===== config.mk =====
export PLATFORM = sky130hd
export DESIGN_NAME = line_follow_pd_drive_unit
export DESIGN_NICKNAME = d
export VERILOG_FILES = /design/src/rtl/core/lfpd_pkg.sv /design/src/rtl/core/line_follow_pd_drive_unit.sv /design/src/rtl/core/lfpd_front.sv /design/src/rtl/core/lfpd_queue.sv /design/src/rtl/core/lfpd_back.sv
export SDC_FILE = /design/constraint.sdc
export NUM_CORES = 1
export LEC_CHECK = 0
export BUFFER_PORTS_ARGS = -buffer_cell sky130_fd_sc_hd__buf_2
export CORE_ASPECT_RATIO = 1.4
export CORE_MARGIN = 3
export CORE_UTILIZATION = 45
export DETAILED_ROUTE_END_ITERATION = 16
export SLEW_MARGIN = 30
export SYNTH_ARGS = -nofsm -noshare
export SYNTH_HDL_FRONTEND = slang
export SYNTH_SLANG_ARGS = --single-unit

===== constraint.sdc =====
create_clock -name clk -period 8.4 [get_ports clk]
set_input_delay 1.68 -clock clk [delete_from_list [all_inputs] [get_ports clk]]
set_output_delay 1.68 -clock clk [all_outputs]
set_load 0.05 [all_outputs]

===== src/rtl/core/lfpd_pkg.sv =====
// shared types and constants of the pd line-follower drive unit
package lfpd_pkg;

	localparam int NUM_SENSORS = 5;
	localparam int ERR_W       = 4;
	localparam int DUTY_W      = 8;
	localparam int KP_W        = 10;
	localparam int KD_W        = 12;
	localparam int CFG_IDX_W   = 3;
	localparam int OUT_W       = 24;
	localparam int QDEPTH      = 2;

	localparam logic [KP_W-1:0]   KP_RESET    = 10'd600;
	localparam logic [KD_W-1:0]   KD_RESET    = 12'd2907;
	localparam logic [DUTY_W-1:0] BASE_RESET  = 8'd121;
	localparam int                THRESH_RESET = 2000;
	localparam logic [DUTY_W-1:0] DUTY_MAX    = 8'd255;

	typedef enum logic [CFG_IDX_W-1:0] {
		REG_PROP_GAIN      = 3'd0,
		REG_DERIV_GAIN     = 3'd1,
		REG_BASE_SPEED     = 3'd2,
		REG_LINE_THRESHOLD = 3'd3,
		REG_DRIVE_ENABLE   = 3'd4
	} cfg_reg_t;

	// classified sample set handed from front to back
	typedef struct packed {
		logic                    any_hit;
		logic signed [ERR_W-1:0] err;
		logic                    center;
		logic                    lifted;
	} fe_word_t;

endpackage


===== src/rtl/core/line_follow_pd_drive_unit.sv =====
// pd line-follower drive unit: top level with configuration registers
// an accepted word goes through the queue and the s1 and s2 registers to m_axis
// throughput: one sample set per cycle unless stalled, limited by error hold loop
// a two-entry queue lets input keep flowing while the output stalls, until full
// reset: arst_n clears the queue, pipeline valids and held error, and loads
// the register defaults (gains 600 and 2907, base 121, threshold 2000, drive off)
module line_follow_pd_drive_unit #(
	parameter int SAMPLE_BITS = 12,
	parameter int GAIN_FRAC_BITS = 4,
	parameter int IN_W = ((5 * SAMPLE_BITS + 7) / 8) * 8,
	parameter int CFG_W = (SAMPLE_BITS > 12) ? SAMPLE_BITS : 12
) (
	input  logic                              clk,
	input  logic                              arst_n,
	input  logic                              s_axis_tvalid,
	output logic                              s_axis_tready,
	// far_left, left, center, right, far_right, zero pad
	input  logic [IN_W-1:0]                   s_axis_tdata,
	output logic                              m_axis_tvalid,
	input  logic                              m_axis_tready,
	// duty_motor_a[7:0], duty_motor_b[15:8], line_error[19:16], lifted[20], zero pad
	output logic [lfpd_pkg::OUT_W-1:0]        m_axis_tdata,
	input  logic                              cfg_wr_en,
	input  logic [lfpd_pkg::CFG_IDX_W-1:0]    cfg_index,
	input  logic [CFG_W-1:0]                  cfg_wdata
);
	import lfpd_pkg::*;

	logic [KP_W-1:0]        prop_gain_q;
	logic [KD_W-1:0]        deriv_gain_q;
	logic [DUTY_W-1:0]      base_speed_q;
	logic [SAMPLE_BITS-1:0] threshold_q;
	logic                   drive_enable_q;

	fe_word_t front_word;
	fe_word_t head_word;
	logic     q_full;
	logic     push;
	logic     head_valid;
	logic     pop;

	always_ff @(posedge clk or negedge arst_n) begin
		if (!arst_n) begin
			prop_gain_q    <= KP_RESET;
			deriv_gain_q   <= KD_RESET;
			base_speed_q   <= BASE_RESET;
			threshold_q    <= SAMPLE_BITS'(THRESH_RESET);
			drive_enable_q <= 1'b0;
		end else if (cfg_wr_en) begin
			case (cfg_reg_t'(cfg_index))
				REG_PROP_GAIN: begin
					prop_gain_q <= cfg_wdata[KP_W-1:0];
				end
				REG_DERIV_GAIN: begin
					deriv_gain_q <= cfg_wdata[KD_W-1:0];
				end
				REG_BASE_SPEED: begin
					base_speed_q <= cfg_wdata[DUTY_W-1:0];
				end
				REG_LINE_THRESHOLD: begin
					threshold_q <= cfg_wdata[SAMPLE_BITS-1:0];
				end
				REG_DRIVE_ENABLE: begin
					drive_enable_q <= cfg_wdata[0];
				end
				default: begin
				end
			endcase
		end
	end

	assign s_axis_tready = !q_full;
	assign push          = s_axis_tvalid && s_axis_tready;

	lfpd_front #(
		.SAMPLE_BITS(SAMPLE_BITS),
		.IN_W(IN_W)
	) u_front (
		.tdata(s_axis_tdata),
		.threshold(threshold_q),
		.word(front_word)
	);

	lfpd_queue u_queue (
		.clk(clk),
		.arst_n(arst_n),
		.push(push),
		.push_word(front_word),
		.full(q_full),
		.pop(pop),
		.head_valid(head_valid),
		.head_word(head_word)
	);

	lfpd_back #(
		.GAIN_FRAC_BITS(GAIN_FRAC_BITS)
	) u_back (
		.clk(clk),
		.arst_n(arst_n),
		.q_valid(head_valid),
		.q_word(head_word),
		.q_pop(pop),
		.prop_gain(prop_gain_q),
		.deriv_gain(deriv_gain_q),
		.base_speed(base_speed_q),
		.drive_enable(drive_enable_q),
		.m_axis_tvalid(m_axis_tvalid),
		.m_axis_tready(m_axis_tready),
		.m_axis_tdata(m_axis_tdata)
	);

endmodule


===== src/rtl/core/lfpd_front.sv =====
// front end: thresholds the five samples and classifies the pattern
module lfpd_front #(
	parameter int SAMPLE_BITS = 12,
	parameter int IN_W = 64
) (
	input  logic [IN_W-1:0]        tdata,
	input  logic [SAMPLE_BITS-1:0] threshold,
	output lfpd_pkg::fe_word_t     word
);
	import lfpd_pkg::*;

	logic [SAMPLE_BITS-1:0] smp [NUM_SENSORS];
	logic [NUM_SENSORS-1:0] hit;
	logic [NUM_SENSORS-1:0] full;
	logic                   left_side;
	logic                   right_side;
	logic [2:0]             mag_l;
	logic [2:0]             mag_r;

	for (genvar i = 0; i < NUM_SENSORS; i++) begin : g_smp
		assign smp[i]  = tdata[i*SAMPLE_BITS +: SAMPLE_BITS];
		assign hit[i]  = smp[i] > threshold;
		assign full[i] = smp[i] == {SAMPLE_BITS{1'b1}};
	end

	assign left_side  = hit[0] | hit[1];
	assign right_side = hit[3] | hit[4];
	assign mag_l = (hit[0] ? 3'd3 : 3'd0) + (hit[1] ? 3'd2 : 3'd0) + {2'b00, hit[2]};
	assign mag_r = (hit[4] ? 3'd3 : 3'd0) + (hit[3] ? 3'd2 : 3'd0) + {2'b00, hit[2]};

	always_comb begin
		word.any_hit = |hit;
		word.center  = hit[2];
		word.lifted  = &full;
		if (left_side && !right_side) begin
			word.err = -$signed({1'b0, mag_l});
		end else if (right_side && !left_side) begin
			word.err = $signed({1'b0, mag_r});
		end else begin
			word.err = '0;
		end
	end

endmodule


===== src/rtl/core/lfpd_queue.sv =====
// short queue between the classifying front and the pd back end
module lfpd_queue (
	input  logic               clk,
	input  logic               arst_n,
	input  logic               push,
	input  lfpd_pkg::fe_word_t push_word,
	output logic               full,
	input  logic               pop,
	output logic               head_valid,
	output lfpd_pkg::fe_word_t head_word
);
	import lfpd_pkg::*;

	localparam int PTR_W = (QDEPTH > 1) ? $clog2(QDEPTH) : 1;
	localparam int CNT_W = $clog2(QDEPTH + 1);

	fe_word_t         mem_q [QDEPTH];
	logic [PTR_W-1:0] wr_ptr_q;
	logic [PTR_W-1:0] rd_ptr_q;
	logic [CNT_W-1:0] count_q;

	assign full       = count_q == CNT_W'(QDEPTH);
	assign head_valid = count_q != '0;
	assign head_word  = mem_q[rd_ptr_q];

	always_ff @(posedge clk) begin
		if (push) begin
			mem_q[wr_ptr_q] <= push_word;
		end
	end

	always_ff @(posedge clk or negedge arst_n) begin
		if (!arst_n) begin
			wr_ptr_q <= '0;
			rd_ptr_q <= '0;
			count_q  <= '0;
		end else begin
			if (push) begin
				wr_ptr_q <= (wr_ptr_q == PTR_W'(QDEPTH - 1)) ? '0 : wr_ptr_q + PTR_W'(1);
			end
			if (pop) begin
				rd_ptr_q <= (rd_ptr_q == PTR_W'(QDEPTH - 1)) ? '0 : rd_ptr_q + PTR_W'(1);
			end
			if (push && !pop) begin
				count_q <= count_q + CNT_W'(1);
			end else if (pop && !push) begin
				count_q <= count_q - CNT_W'(1);
			end
		end
	end

endmodule


===== src/rtl/core/lfpd_back.sv =====
// back end: resolves the held error, pd correction and duty saturation
module lfpd_back #(
	parameter int GAIN_FRAC_BITS = 4
) (
	input  logic                         clk,
	input  logic                         arst_n,
	input  logic                         q_valid,
	input  lfpd_pkg::fe_word_t           q_word,
	output logic                         q_pop,
	input  logic [lfpd_pkg::KP_W-1:0]    prop_gain,
	input  logic [lfpd_pkg::KD_W-1:0]    deriv_gain,
	input  logic [lfpd_pkg::DUTY_W-1:0]  base_speed,
	input  logic                         drive_enable,
	output logic                         m_axis_tvalid,
	input  logic                         m_axis_tready,
	output logic [lfpd_pkg::OUT_W-1:0]   m_axis_tdata
);
	import lfpd_pkg::*;

	localparam int P_W     = KP_W + ERR_W + 1;
	localparam int D_W     = KD_W + ERR_W + 2;
	localparam int SCALE_W = DUTY_W + GAIN_FRAC_BITS;
	localparam int SUM_W   = ((SCALE_W > D_W) ? SCALE_W : D_W) + 2;

	logic signed [ERR_W-1:0] last_error_q;
	logic signed [ERR_W-1:0] e_res;
	logic signed [ERR_W:0]   e_diff;
	logic signed [P_W-1:0]   p_prod;
	logic signed [D_W-1:0]   d_prod;
	logic                    advance_s1;
	logic                    advance_s2;

	logic                    valid_s1;
	logic signed [ERR_W-1:0] e_s1;
	logic signed [P_W-1:0]   p_s1;
	logic signed [D_W-1:0]   d_s1;
	logic                    center_s1;
	logic                    lifted_s1;
	logic                    en_s1;

	logic [SCALE_W-1:0]      base_scaled;
	logic signed [SUM_W-1:0] base_w;
	logic signed [SUM_W-1:0] corr;
	logic signed [SUM_W-1:0] sum_a;
	logic signed [SUM_W-1:0] sum_b;
	logic [DUTY_W-1:0]       high_speed;
	logic [DUTY_W-1:0]       duty_a;
	logic [DUTY_W-1:0]       duty_b;

	logic                    valid_s2;
	logic [DUTY_W-1:0]       duty_a_s2;
	logic [DUTY_W-1:0]       duty_b_s2;
	logic signed [ERR_W-1:0] e_s2;
	logic                    lifted_s2;

	function automatic logic [DUTY_W-1:0] sat_duty(input logic signed [SUM_W-1:0] v);
		logic signed [SUM_W-1:0] sh;
		sh = v >>> GAIN_FRAC_BITS;
		if (v < 0) begin
			sat_duty = '0;
		end else if (sh > $signed(SUM_W'(DUTY_MAX))) begin
			sat_duty = DUTY_MAX;
		end else begin
			sat_duty = sh[DUTY_W-1:0];
		end
	endfunction

	assign advance_s2 = !valid_s2 || m_axis_tready;
	assign advance_s1 = !valid_s1 || advance_s2;
	assign q_pop      = q_valid && advance_s1;

	// no line seen: keep the previous error
	assign e_res  = q_word.any_hit ? q_word.err : last_error_q;
	assign e_diff = (ERR_W+1)'(e_res) - (ERR_W+1)'(last_error_q);
	assign p_prod = P_W'($signed({1'b0, prop_gain})) * P_W'(e_res);
	assign d_prod = D_W'($signed({1'b0, deriv_gain})) * D_W'(e_diff);

	always_ff @(posedge clk or negedge arst_n) begin
		if (!arst_n) begin
			last_error_q <= '0;
			valid_s1     <= 1'b0;
			valid_s2     <= 1'b0;
		end else begin
			if (q_pop && drive_enable) begin
				last_error_q <= e_res;
			end
			if (advance_s1) begin
				valid_s1 <= q_valid;
			end
			if (advance_s2) begin
				valid_s2 <= valid_s1;
			end
		end
	end

	always_ff @(posedge clk) begin
		if (q_pop) begin
			e_s1      <= e_res;
			p_s1      <= p_prod;
			d_s1      <= d_prod;
			center_s1 <= q_word.center;
			lifted_s1 <= q_word.lifted;
			en_s1     <= drive_enable;
		end
		if (valid_s1 && advance_s2) begin
			duty_a_s2 <= duty_a;
			duty_b_s2 <= duty_b;
			e_s2      <= e_s1;
			lifted_s2 <= lifted_s1;
		end
	end

	assign base_scaled = SCALE_W'(base_speed) << GAIN_FRAC_BITS;
	assign base_w      = $signed(SUM_W'(base_scaled));
	assign corr        = SUM_W'(p_s1) + SUM_W'(d_s1);
	assign sum_a       = base_w - corr;
	assign sum_b       = base_w + corr;
	assign high_speed  = base_speed[DUTY_W-1] ? DUTY_MAX : {base_speed[DUTY_W-2:0], 1'b0};

	always_comb begin
		if (!en_s1 || lifted_s1) begin
			duty_a = '0;
			duty_b = '0;
		end else if (center_s1) begin
			duty_a = high_speed;
			duty_b = high_speed;
		end else begin
			duty_a = sat_duty(sum_a);
			duty_b = sat_duty(sum_b);
		end
	end

	assign m_axis_tvalid = valid_s2;
	assign m_axis_tdata  = {(OUT_W - 2*DUTY_W - ERR_W - 1)'(0), lifted_s2, e_s2,
		duty_b_s2, duty_a_s2};

endmodule


Word level (Yosys, flattened, before mapping)
Memory sizes are Yosys's and may differ from the RTL's.
Cells that the tools add are included.
- word-level logic and storage cells: 107
- memory bits (writable): 14
- memories kept: 1
- output and inout bits: 26
- register bits: 114
- input bits: 84
- memories (name ; depth ; width ; read ports ; clocked after memory_dff ; write ports ; line ; text):
    u_queue.mem_q ; 2 ; 7 ; 1 ; 0 ; 1 ; lfpd_queue.sv:17 ; fe_word_t mem_q [QDEPTH];
- add/subtract/negate cells: 13
- mux-type cells: 20
- magnitude comparators: 9
- $mul: 2
- eq/ne operators: 10
- reduce and logical (&&, ||, !) cells: 29
- bitwise logic cells: 2
- operators by type and width (operator ; count):
    equality test 12 bit, second input constant ; 5
    > comparator 12 bit ; 5
    2-to-1 mux 8 bit ; 7
    less-than comparator 20 x 1 -> 1 bit, second input constant ; 2
    > comparator 16 x 9 -> 1 bit, second input constant ; 2
    adder 13 x 19 -> 20 bit ; 1
    subtractor 13 x 19 -> 20 bit ; 1
    adder 15 x 18 -> 19 bit ; 1
    multiplier 13 x 5 -> 18 bit ; 1
    multiplier 11 x 4 -> 15 bit ; 1
    2-to-1 mux 2 bit ; 6
    AND reduction 2 bit ; 5
    logical AND 1 bit ; 8
    logical NOT 1 bit ; 8
    2-to-1 mux 4 bit ; 2
    adder 3 x 1 -> 3 bit ; 2
    adder 3 bit ; 2
    equality test 3 x 2 -> 1 bit, second input constant ; 2
    AND reduction 5 bit ; 1
    OR reduction 5 bit ; 1
    subtractor 4 x 4 -> 5 bit ; 1
    2-to-1 mux 1 bit ; 4
    negation 3 -> 4 bit ; 1
    nonzero test 2 bit ; 2
    10 further kinds ; 14

Logic depth before layout (Yosys ltp)
Gate-level depths: netlist (run 1).
- word-level depth: 7
- gate-level depth with buffers: 28
- depth with buffers taken out: 28

By module
A second synthesis (run 1) with hierarchy kept.
- cell total of the unflattened synthesis: 1199
- area, all modules: 12268.0 µm²
- modules (own cells, without submodules) (module ; cells each ; area each (µm²) ; instances ; sequential area each (µm²)):
    lfpd_back ; 860 ; 8051.5 ; 1 ; 1981.9
    line_follow_pd_drive_unit ; 97 ; 1825.5 ; 1 ; 1104.8
    lfpd_front ; 204 ; 1689.1 ; 1 ; 0.0
    lfpd_queue ; 38 ; 701.9 ; 1 ; 520.5

Worst setup path after synthesis (run 1)
OpenSTA, ideal clock, no wires.
- path type: reg2reg
- start: register u_queue.rd_ptr_q
- end: register u_back.d_s1[17] (data pin)
- clock period less this slack: 6.627 ns
- path buffers: 3
- required time: 8.128 ns
- library setup time: 0.272 ns
- cell stages (with the launch flop): 29
- data arrival time: 6.355 ns
- path slack: 1.773 ns
- cells stage by stage: dfrtp_1 > clkbuf_1 > nand2_1 > o22ai_1 > a31o_2 > clkbuf_1 > inv_1 > ha_1 > inv_1 > a2111oi_0 > a21oi_1 > clkbuf_1 > nor2_1 > fa_1 > inv_1 > fa_1 > fa_1 > inv_1 > ha_1 > nor2b_1 > o21ai_0 > a21boi_0 > o21ai_0 > a21boi_0 > o21ai_0 > a21oi_1 > o41a_1 > and4_1 > or4_1
- cells in the longest elaborated chain, start to end: 4
- RTL lines (item ; line ; text):
    start, declared ; lfpd_queue.sv:19 ; logic [PTR_W-1:0] rd_ptr_q;
    start signal, assigned ; lfpd_queue.sv:42 ; rd_ptr_q <= (rd_ptr_q == PTR_W'(QDEPTH - 1)) ? '0 : rd_ptr_q + PTR_W'(1);
    memory (2 x 7 bit) ; -- ;
    2-to-1 mux 4 bit ; lfpd_back.sv:73 ; assign e_res = q_word.any_hit ? q_word.err : last_error_q;
    via u_back.e_res[3] ; lfpd_back.sv:26 ; logic signed [ERR_W-1:0] e_res;
    subtractor 4 x 4 -> 5 bit ; lfpd_back.sv:74 ; assign e_diff = (ERR_W+1)'(e_res) - (ERR_W+1)'(last_error_q);
    multiplier 13 x 5 -> 18 bit ; lfpd_back.sv:76 ; assign d_prod = D_W'($signed({1'b0, deriv_gain})) * D_W'(e_diff);
    via u_back.d_prod[17] ; lfpd_back.sv:29 ; logic signed [D_W-1:0] d_prod;
    end signal, assigned ; lfpd_back.sv:100 ; d_s1 <= d_prod;
    end, declared ; lfpd_back.sv:36 ; logic signed [D_W-1:0] d_s1;
The timed path passes the listed nets, and every way through them passes these cells.
A chain may end at the register's enable or synchronous reset.

Worst setup path after layout (run 1)
- start: register u_back.last_error_q[0]
- end: register u_back.d_s1[17] (data pin)
- cells in the longest elaborated chain, start to end: 3
- RTL lines (item ; line ; text):
    start, declared ; lfpd_back.sv:25 ; logic signed [ERR_W-1:0] last_error_q;
    start signal, assigned ; lfpd_back.sv:85 ; last_error_q <= e_res;
    2-to-1 mux 4 bit ; lfpd_back.sv:73 ;
    subtractor 4 x 4 -> 5 bit * ; lfpd_back.sv:74 ;
    multiplier 13 x 5 -> 18 bit * ; lfpd_back.sv:76 ;
    via u_back.d_prod[17] ; lfpd_back.sv:29 ;
Mark *: on every way through the listed nets, which the timed path passes. The rest lies on a longest branch.

==> results.toml, run 1 <==
[run_status]
status = "finished clean"

[clocking]
cts_resized = 0
postCtsSetupBuffers = 0
numCtsBuffers = 17
cts_max_level = 4
clk_pin_slew_ps = 60
cts_sinks = 128
clockRootBuffer = "clkbuf_16"
clkLatencyLatePin_ps = 420
clockBufferDepth = 2
cts_hold_buf = 0
cts_tree = "yes"

[critical_path]
worstPathRequired_ps = 8560
crit_path_start = "u_back.last_error_q[0]$_DFFE_PN0P_"
crit_path_start_kind = "flip-flop"
r2r_cells = 26
end_kind = "flip-flop"
critPathArrivalTime_ps = 7270
critPathBufInv = 5
cp_slowest_cell = "fa_1"
crit_cells = 26
cp_common_cell = "fa_1"
endpoint = "u_back.d_s1[17]$_DFFE_PP_"
r2r-end = "u_back.d_s1[17]$_DFFE_PP_"
crit_family = "adder cells"
r2r_slack_ps = 1290
r2r-start = "u_back.last_error_q[0]$_DFFE_PN0P_"
max_stage_delay_ps = 540
crit_fanout = 12
worstSetupPathType = "reg -> reg"

[floorplan]
chipHeight_um = 197
die_area_um2 = 28200
io_pins = 110
start_util_pct = 46.1
dieWidth_um = 143
coreArea_um2 = 25600
rows = 69

[sta]
timing.fmax_ghz = 0.141
tightest_slew_ps = 910
relSlewSlack_pct = 37.8
final.setup_skew_ps = 9.61
grt_setup_unrepaired = "no"
setup_ws_ps = 1290
fin_crit_sh_pct = 84.7
drv_slew = 0
min_period_ps = 7110
holdWs_ps = 421
setup_violations = 0
hold_viol_final = 0
timing.setup.tns_ps = 0

[global_routing]
grt.overflow.total = 0
grt_pass1_wl_um = 45500
grt_pass1_vias = 9201
antenna_found_initial = 0
grt_max_degree = 54
track_usage_pct = 20.6

[place]
pre_cts_slack_ps = 1270
gp_congestion = 0.938
postPlaceCellArea_um2 = 12700
port_buffers = 102
place_hpwl_um = 23100

[synthesis]
ys_types = 70
synth_edf_count = 75
synth_cells = 1185
syn_avg_cell_area_um2 = 9.94
ys_seq_elements = 128
ys_warn_count = 0
synth_async_sr_flop_share_pct = 41.4
synth_seq_area_share_pct = 30.6
syn_area_um2 = 11800
synth_ff_type = "edfxtp_1"

[final_layout]
drive_gt1_share_pct = 18.9
layout_common_cells = "ha_1 (170), inv_1 (156), buf_2 (102), edfxtp_1 (75), nor2_1 (69)"
final_common_cell = "ha_1"
n_antenna_cell = 0
final_cell_area_um2 = 13300
nets = 1599
syn2layout_area_growth_pct = 12.9
fill_cells = 2367

[routing]
dr.pass1.iters = 4
wire_per_inst_um = 17.1
drt_iter0_drc = 268
viasPerCell = 5.39
wl_um = 27800
vias = 8761
drc = 0
postRouteAntennaNets = 0

[run]
cap_violations = 0

[hold_path]
min_path_type = "reg -> reg"
routing by layer:
layer  wire, µm  vias up  GRT usage, %  share of wire, %
met5          0        -             0                 0
met4       1560        0          10.6               5.6
met3       1080       51          3.46               3.9
met2      14600      187          38.6                53
met1      10600     4161          21.8                38
li1           -     4362             -                 -
flip-flops by register name, indices dropped and copies added (netlist names), 8 cells and up:
| name | cells |
|---|---|
| prop_gain_q | 10 |
| u_back.p_s1 | 15 |
| u_back.d_s1 | 18 |
| u_queue.mem_q | 14 |
| deriv_gain_q | 12 |
| u_back.duty_b_s2 | 8 |
| u_back.duty_a_s2 | 8 |
| threshold_q | 12 |
| base_speed_q | 8 |
kinds of logic after synthesis:
| kind of cell | share of synthesized area [%] |
|---|---|
| buffers and inverters | 5.90 |
| multiplexers | 4.95 |
| AND/OR/NAND/NOR | 14.4 |
| adder cells (fa/ha/maj) | 27.1 |
| AO/OA/AOI/OAI | 13.0 |
| flip-flops | 30.6 |
| other | 0.0318 |
| XOR/XNOR | 4.03 |
cells in the mapped netlist, types with 14 or more instances:
library cell | count | area [µm²]
ha_1 | 170 | 2130
inv_1 | 156 | 586
edfxtp_1 | 75 | 2250
nor2_1 | 70 | 263
a21oi_1 | 68 | 340
nand2_1 | 55 | 206
fa_1 | 53 | 1060
o21ai_0 | 48 | 240
and2_1 | 47 | 294
mux2_2 | 46 | 518
xnor2_1 | 37 | 324
nand4_1 | 32 | 200
dfrtp_1 | 30 | 751
nor2b_1 | 27 | 169
a21o_1 | 26 | 195
dfstp_2 | 23 | 604
nand2b_1 | 20 | 125
clkbuf_1 | 17 | 63.8
or2_2 | 17 | 106
nor3_1 | 15 | 75.1
o31ai_1 | 15 | 113
xor2_1 | 14 | 123
layout make-up:
class                           instances  area, µm²  area share [%]
Clock inverter                          7        123           0.922
Inverter                              156        586            4.40
Sequential cell                       128       3610            27.1
Tap cell                              319        399            3.00
Clock buffer                           25        508            3.82
Timing Repair Buffer                  111        578            4.35
Multi-Input combinational cell        878       7500            56.4
worst register-to-register path, delay by kind of cell (launching register included):
family,cells,cell delay (ps)
flip-flops,1,420
AO/OA/AOI/OAI,11,2250
buffers and inverters,5,620
adder cells (fa/ha/maj),6,2410
AND/OR/NAND/NOR,4,1160
through the flow:
stage	cells	util (%)
after floorplan	1187	-
after global placement	1592	49.6
after detailed placement	1592	49.6
after CTS	1624	52.0
after global routing	1624	52.0
final	1624	52.0
worst min path at each step:
stage / from / end / cells after the start
global route: u_back.e_s1[0]$_DFFE_PP_ / u_back.e_s2[0]$_DFFE_PP_ / 0
floorplan: u_back.e_s1[0]$_DFFE_PP_ / u_back.e_s2[0]$_DFFE_PP_ / 0
global placement: u_back.e_s1[0]$_DFFE_PP_ / u_back.e_s2[0]$_DFFE_PP_ / 0
detailed placement: u_back.e_s1[2]$_DFFE_PP_ / u_back.e_s2[2]$_DFFE_PP_ / 0
finish: u_back.e_s1[3]$_DFFE_PP_ / u_back.e_s2[3]$_DFFE_PP_ / 0
CTS: u_back.e_s1[2]$_DFFE_PP_ / u_back.e_s2[2]$_DFFE_PP_ / 0
Power of run 1 is left out: the tool's default activity adds up to more than one toggle a clock period on the data nets, which glitch-free logic cannot reach.
==> run 2, diff against run 1 <==
- clock period: 8.4 -> 6.7 ns (I/O delays scaled with it)
==> run 2 against run 1 <==
Compared with the run above:
- setup slack worse by 910 ps
- maximum frequency is 13% higher
- sequential share of layout area is 0.33 points lower
- die area stayed put
- utilization is 0.65 points higher
- critical path type unchanged
- register-to-register slack worse by 910 ps
- final cell count is 1.3% higher
- critical endpoint unchanged
==> results.toml, run 2 (synthesis gave the netlist of run 1 again) <==
[critical_path]
end_kind = "flip-flop"
crit_path_start_kind = "flip-flop"
worstPathRequired_ps = 6860
r2r-end = "u_back.d_s1[17]$_DFFE_PP_"
worstSetupPathType = "reg -> reg"
r2r-start = "u_back.last_error_q[0]$_DFFE_PN0P_"
max_stage_delay_ps = 550
crit_family = "adder cells"
cp_slowest_cell = "fa_1"
r2r_cells = 25
r2r_slack_ps = 380
crit_fanout = 3
critPathArrivalTime_ps = 6480
critPathBufInv = 3

[final_layout]
largest_register_ffs = 18
seq_area_um2 = 3610
drive_gt1_share_pct = 21.1
fill_cells = 2314
syn2layout_area_growth_pct = 14.3
n_antenna_cell = 0
layout_common_cells = "ha_1 (170), inv_1 (156), buf_2 (102), edfxtp_1 (75), nor2_1 (68)"
fin_cells = 1645
final_cell_area_um2 = 13500
nets = 1620
multi_input_area_um2 = 7550
reg_top3 = "u_back.d_s1 (18), u_back.p_s1 (15), u_queue.mem_q (14)"
final_common_cell = "ha_1"
largest-register = "u_back.d_s1"

[global_routing]
track_usage_pct = 20.7
grt.overflow.total = 0
grt_pass1_wl_um = 45200
grt_max_degree = 54
grt_pass1_vias = 9224
antenna_found_initial = 0

[routing]
postRouteAntennaNets = 0
drc = 0
dr.pass1.iters = 4
viasPerCell = 5.43
vias = 8928
drt_iter0_drc = 277
wl_um = 28200
wire_per_inst_um = 17.1

[floorplan]
start_util_pct = 46.1
dieWidth_um = 143
rows = 69
coreArea_um2 = 25600
die_area_um2 = 28200
io_pins = 110
chipHeight_um = 197

[run_status]
status = "finished clean"

[sta]
relSlewSlack_pct = 46.9
final.setup_skew_ps = 9.10
tightest_slew_ps = 794
setup_violations = 0
timing.setup.tns_ps = 0
timing.fmax_ghz = 0.158
hold_viol_final = 0
fin_crit_sh_pct = 94.3
min_period_ps = 6320
drv_slew = 0

[clocking]
clkLatencyLatePin_ps = 430
clk_pin_slew_ps = 60
cts_max_level = 4
cts_sinks = 128
cts_hold_buf = 0
cts_tree = "yes"
numCtsBuffers = 17
clockRootBuffer = "clkbuf_16"
clockBufferDepth = 2

[run]
cap_violations = 0

[hold_path]
min_to = "u_back.e_s2[3]$_DFFE_PP_"
min_path_type = "reg -> reg"
min-delay-start = "u_back.e_s1[3]$_DFFE_PP_"
whs_path_depth = 0

[place]
port_buffers = 102
gp_congestion = 0.899
place_inst = 1612
place_hpwl_um = 23600
postPlaceCellArea_um2 = 12800
## run 2: cell count changes in the layout (fill, tap and decap cells not counted), moves of 3 or more
| cell | change |
|---|---|
| o21ai_1 | +3 |
| inv_6 | +3 |
| a21oi_1 | -3 |
| o21ai_0 | -3 |
| a21oi_2 | +3 |
| buf_4 | +21 |
| clkbuf_1 | -4 |
## run 2: timing repair
action                     in CTS  in global routing
setup buffers                   0                  1
setup endpoints to repair       2                  3
resized for setup               3                 12
pin swaps                       0                  7
## run 2: per-layer routing
metal  track usage [%]  part of all wire, %  wire, µm
met1              20.8                   37     10300
met2              37.1                   51     14300
met3              3.92                  4.2      1190
met4              15.7                  8.3      2330
met5                 0                    0         0
## run 2: metrics by stage
| stage | utilization, % | hold slack [ps] | setup WS [ps] |
|---|---|---|---|
| floorplan | - | 400 | 73.4 |
| global placement | 50.2 | 403 | 42.0 |
| detailed placement | 50.2 | 413 | -65.9 |
| CTS | 52.5 | 427 | 48.1 |
| global route | 52.7 | 427 | -8.07 |
| finish | 52.7 | 422 | 380 |
## run 2: cell type report
cell class	count	share of cell area, %
inverters	156	4.35
well taps	319	2.96
repair buffers	132	5.46
clock buffers	18	3.19
flip-flops and latches	128	26.8
multi-input cells	878	56.1
clock inverters	14	1.19
## run 2: worst max-delay path by stage
stage	to	startpoint	depth (start not counted)
final	u_back.d_s1[17]$_DFFE_PP_	u_back.last_error_q[0]$_DFFE_PN0P_	25
after global routing	u_back.d_s1[16]$_DFFE_PP_	u_back.last_error_q[0]$_DFFE_PN0P_	25
after CTS	u_back.d_s1[17]$_DFFE_PP_	u_back.last_error_q[0]$_DFFE_PN0P_	25
after detailed placement	u_back.d_s1[17]$_DFFE_PP_	u_back.last_error_q[0]$_DFFE_PN0P_	25
after global placement	u_back.d_s1[17]$_DFFE_PP_	u_back.last_error_q[0]$_DFFE_PN0P_	25
after floorplan	u_back.d_s1[17]$_DFFE_PP_	u_queue.rd_ptr_q$_DFFE_PN0P_	28
## run 2: worst register-to-register path, cell delays in order (launching register included)
cell,delay [ps]
dfrtp_1,370
nor2b_1,140
a211oi_2,180
a21oi_1,70
inv_1,80
ha_1,140
inv_1,60
fa_2,380
a2111oi_4,380
a21oi_2,110
or2_2,310
fa_1,450
fa_1,480
fa_1,550
inv_1,40
ha_1,290
nor2b_1,140
o21ai_1,150
a21boi_1,110
o21ai_1,180
a21boi_1,100
o21ai_1,150
a21oi_1,100
o41a_1,370
and4_1,210
or4_1,500
Power of run 2 is left out for the same reason.
==> run 3, diff against run 2 <==
--- a/config.mk
+++ b/config.mk
@@ -10,4 +10,5 @@
 export CORE_MARGIN = 3
 export CORE_UTILIZATION = 45
+export CTS_BUF_LIST = sky130_fd_sc_hd__clkbuf_2
 export DETAILED_ROUTE_END_ITERATION = 16
 export SLEW_MARGIN = 30
==> constraint.sdc (replaced) <==
create_clock -name clk -period 6.7 [get_ports clk]
set_input_delay 1.34 -clock clk [delete_from_list [all_inputs] [get_ports clk]]
set_output_delay 1.34 -clock clk [all_outputs]
set_load 0.1 [all_outputs]
==> run 3 against run 2 <==
Compared with the run above:
- utilization shrank 1.3 points
- largest cell class unchanged
- non-clock buffer count unchanged
- critical endpoint unchanged
- highest routed layer unchanged
- first-iteration DRC count is 2.2% higher
- global-route usage shrank 0.17 points
==> results.toml, run 3 (synthesis gave the netlist of run 1 again) <==
[critical_path]
crit_family = "adder cells"
crit_path_start_kind = "flip-flop"
worstPathRequired_ps = 7180
worstSetupPathType = "reg -> reg"
crit_path_start = "u_back.last_error_q[0]$_DFFE_PN0P_"
crit_fanout = 3
critPathArrivalTime_ps = 6800
critPathBufInv = 3
end_kind = "flip-flop"
cp_slowest_cell = "fa_1"
max_stage_delay_ps = 550
r2r-start = "u_back.last_error_q[0]$_DFFE_PN0P_"

[floorplan]
chipHeight_um = 197
dieWidth_um = 143
rows = 69
die_area_um2 = 28200
start_util_pct = 46.1
io_pins = 110
coreArea_um2 = 25600

[global_routing]
grt_pass1_vias = 9160
grt_max_degree = 54
grt.overflow.total = 0
track_usage_pct = 20.5
antenna_found_initial = 1
grt_pass1_wl_um = 44800

[sta]
setup_violations = 0
relSlewSlack_pct = 49.7
min_period_ps = 6310
tightest_slew_ps = 753
final.setup_skew_ps = 38.8
timing.fmax_ghz = 0.158
setup_ws_ps = 388
drv_slew = 0
hold_viol_final = 0
fin_crit_sh_pct = 94.2

[routing]
postRouteAntennaNets = 0
drt_iter0_drc = 283
vias = 8856
met3WireLength_um = 1070
wl_um = 28000
drc = 0
wire_per_inst_um = 17.0
top_layer = "met4"
wl_met1_um = 10400
dr_wl_met2_um = 14500
viasPerCell = 5.38
dr.pass1.iters = 4

[clocking]
clkLatencyLatePin_ps = 740
cts_sinks = 128
numCtsBuffers = 17
cts_tree = "yes"
cts_max_level = 4
clockBufferDepth = 2
clk_pin_slew_ps = 230
clockRootBuffer = "clkbuf_2"

[final_layout]
seq_area_um2 = 3610
largest_register_ffs = 18
largest-register = "u_back.d_s1"
drive_gt1_share_pct = 21.3
fill_cells = 2357
reg_top3 = "u_back.d_s1 (18), u_back.p_s1 (15), u_queue.mem_q (14)"
layout_common_cells = "ha_1 (170), inv_1 (156), buf_2 (102), edfxtp_1 (75), nor2_1 (68)"
nets = 1620
final_common_cell = "ha_1"
multi_input_area_um2 = 7560
fin_util_pct = 51.4
syn2layout_area_growth_pct = 11.5
final_cell_area_um2 = 13100

[place]
postPlaceCellArea_um2 = 12800
pre_cts_slack_ps = -65.9
port_buffers = 102
gp_congestion = 0.899
place_hpwl_um = 23600

[run_status]
status = "finished clean"

[hold_path]
min_path_type = "reg -> reg"
min-delay-start = "u_back.e_s1[1]$_DFFE_PP_"

[run]
cap_violations = 0
run 3: repair_timing:
action	CTS	global route
hold buffers	0	0
setup buffers	0	1
hold endpoints to repair	0	0
resized for setup	4	12
pin swaps	0	6
setup endpoints to repair	1	3
run 3: cell type report:
class,instances,share of cell area (%)
diodes,1,0.0190
clock buffers,18,0.686
clock inverters,14,1.22
inverters,156,4.46
multi-input cells,878,57.5
flip-flops and latches,128,27.5
well taps,319,3.04
repair buffers,132,5.60
run 3: worst reg2reg max path: cells and delay by family, from the launching register on:
| family | cells | cell delay [ps] |
|---|---|---|
| simple gates | 5 | 1290 |
| compound gates | 11 | 1880 |
| fa+ha+maj | 6 | 2280 |
| flops | 1 | 420 |
| buf+inv | 3 | 180 |
run 3: path summary, 6_finish.rpt:
kind / to / slack [ps] / cells past startpoint
worst max-delay path: u_back.d_s1[17]$_DFFE_PP_ / 390 / 25
worst min-delay path: u_back.e_s2[1]$_DFFE_PP_ / 440 / 0
worst max register to register: u_back.d_s1[17]$_DFFE_PP_ / 390 / 25
worst min register to register: u_back.e_s2[1]$_DFFE_PP_ / 440 / 0
max in group asynchronous: threshold_q[5]$_DFFE_PN0P_ / 5510 / 2
min in group asynchronous: u_back.last_error_q[3]$_DFFE_PN0P_ / 700 / 2
run 3: per-stage QoR:
step                      std cells  TNS (ps)  hold WS, ps
after detailed placement       1612     -65.9          413
after floorplan                1187         0          400
after CTS                      1644         0          453
after global placement         1612         0          403
final                          1646         0          440
after global routing           1646     -15.7          463
run 3: routing by layer:
metal  GRT usage [%]  vias to the layer above
met2            37.4                      209
met5               0                        -
li1                -                     4400
met3            3.88                       76
met1            20.8                     4171
met4            14.0                        0
Power of run 3 is left out for the same reason.
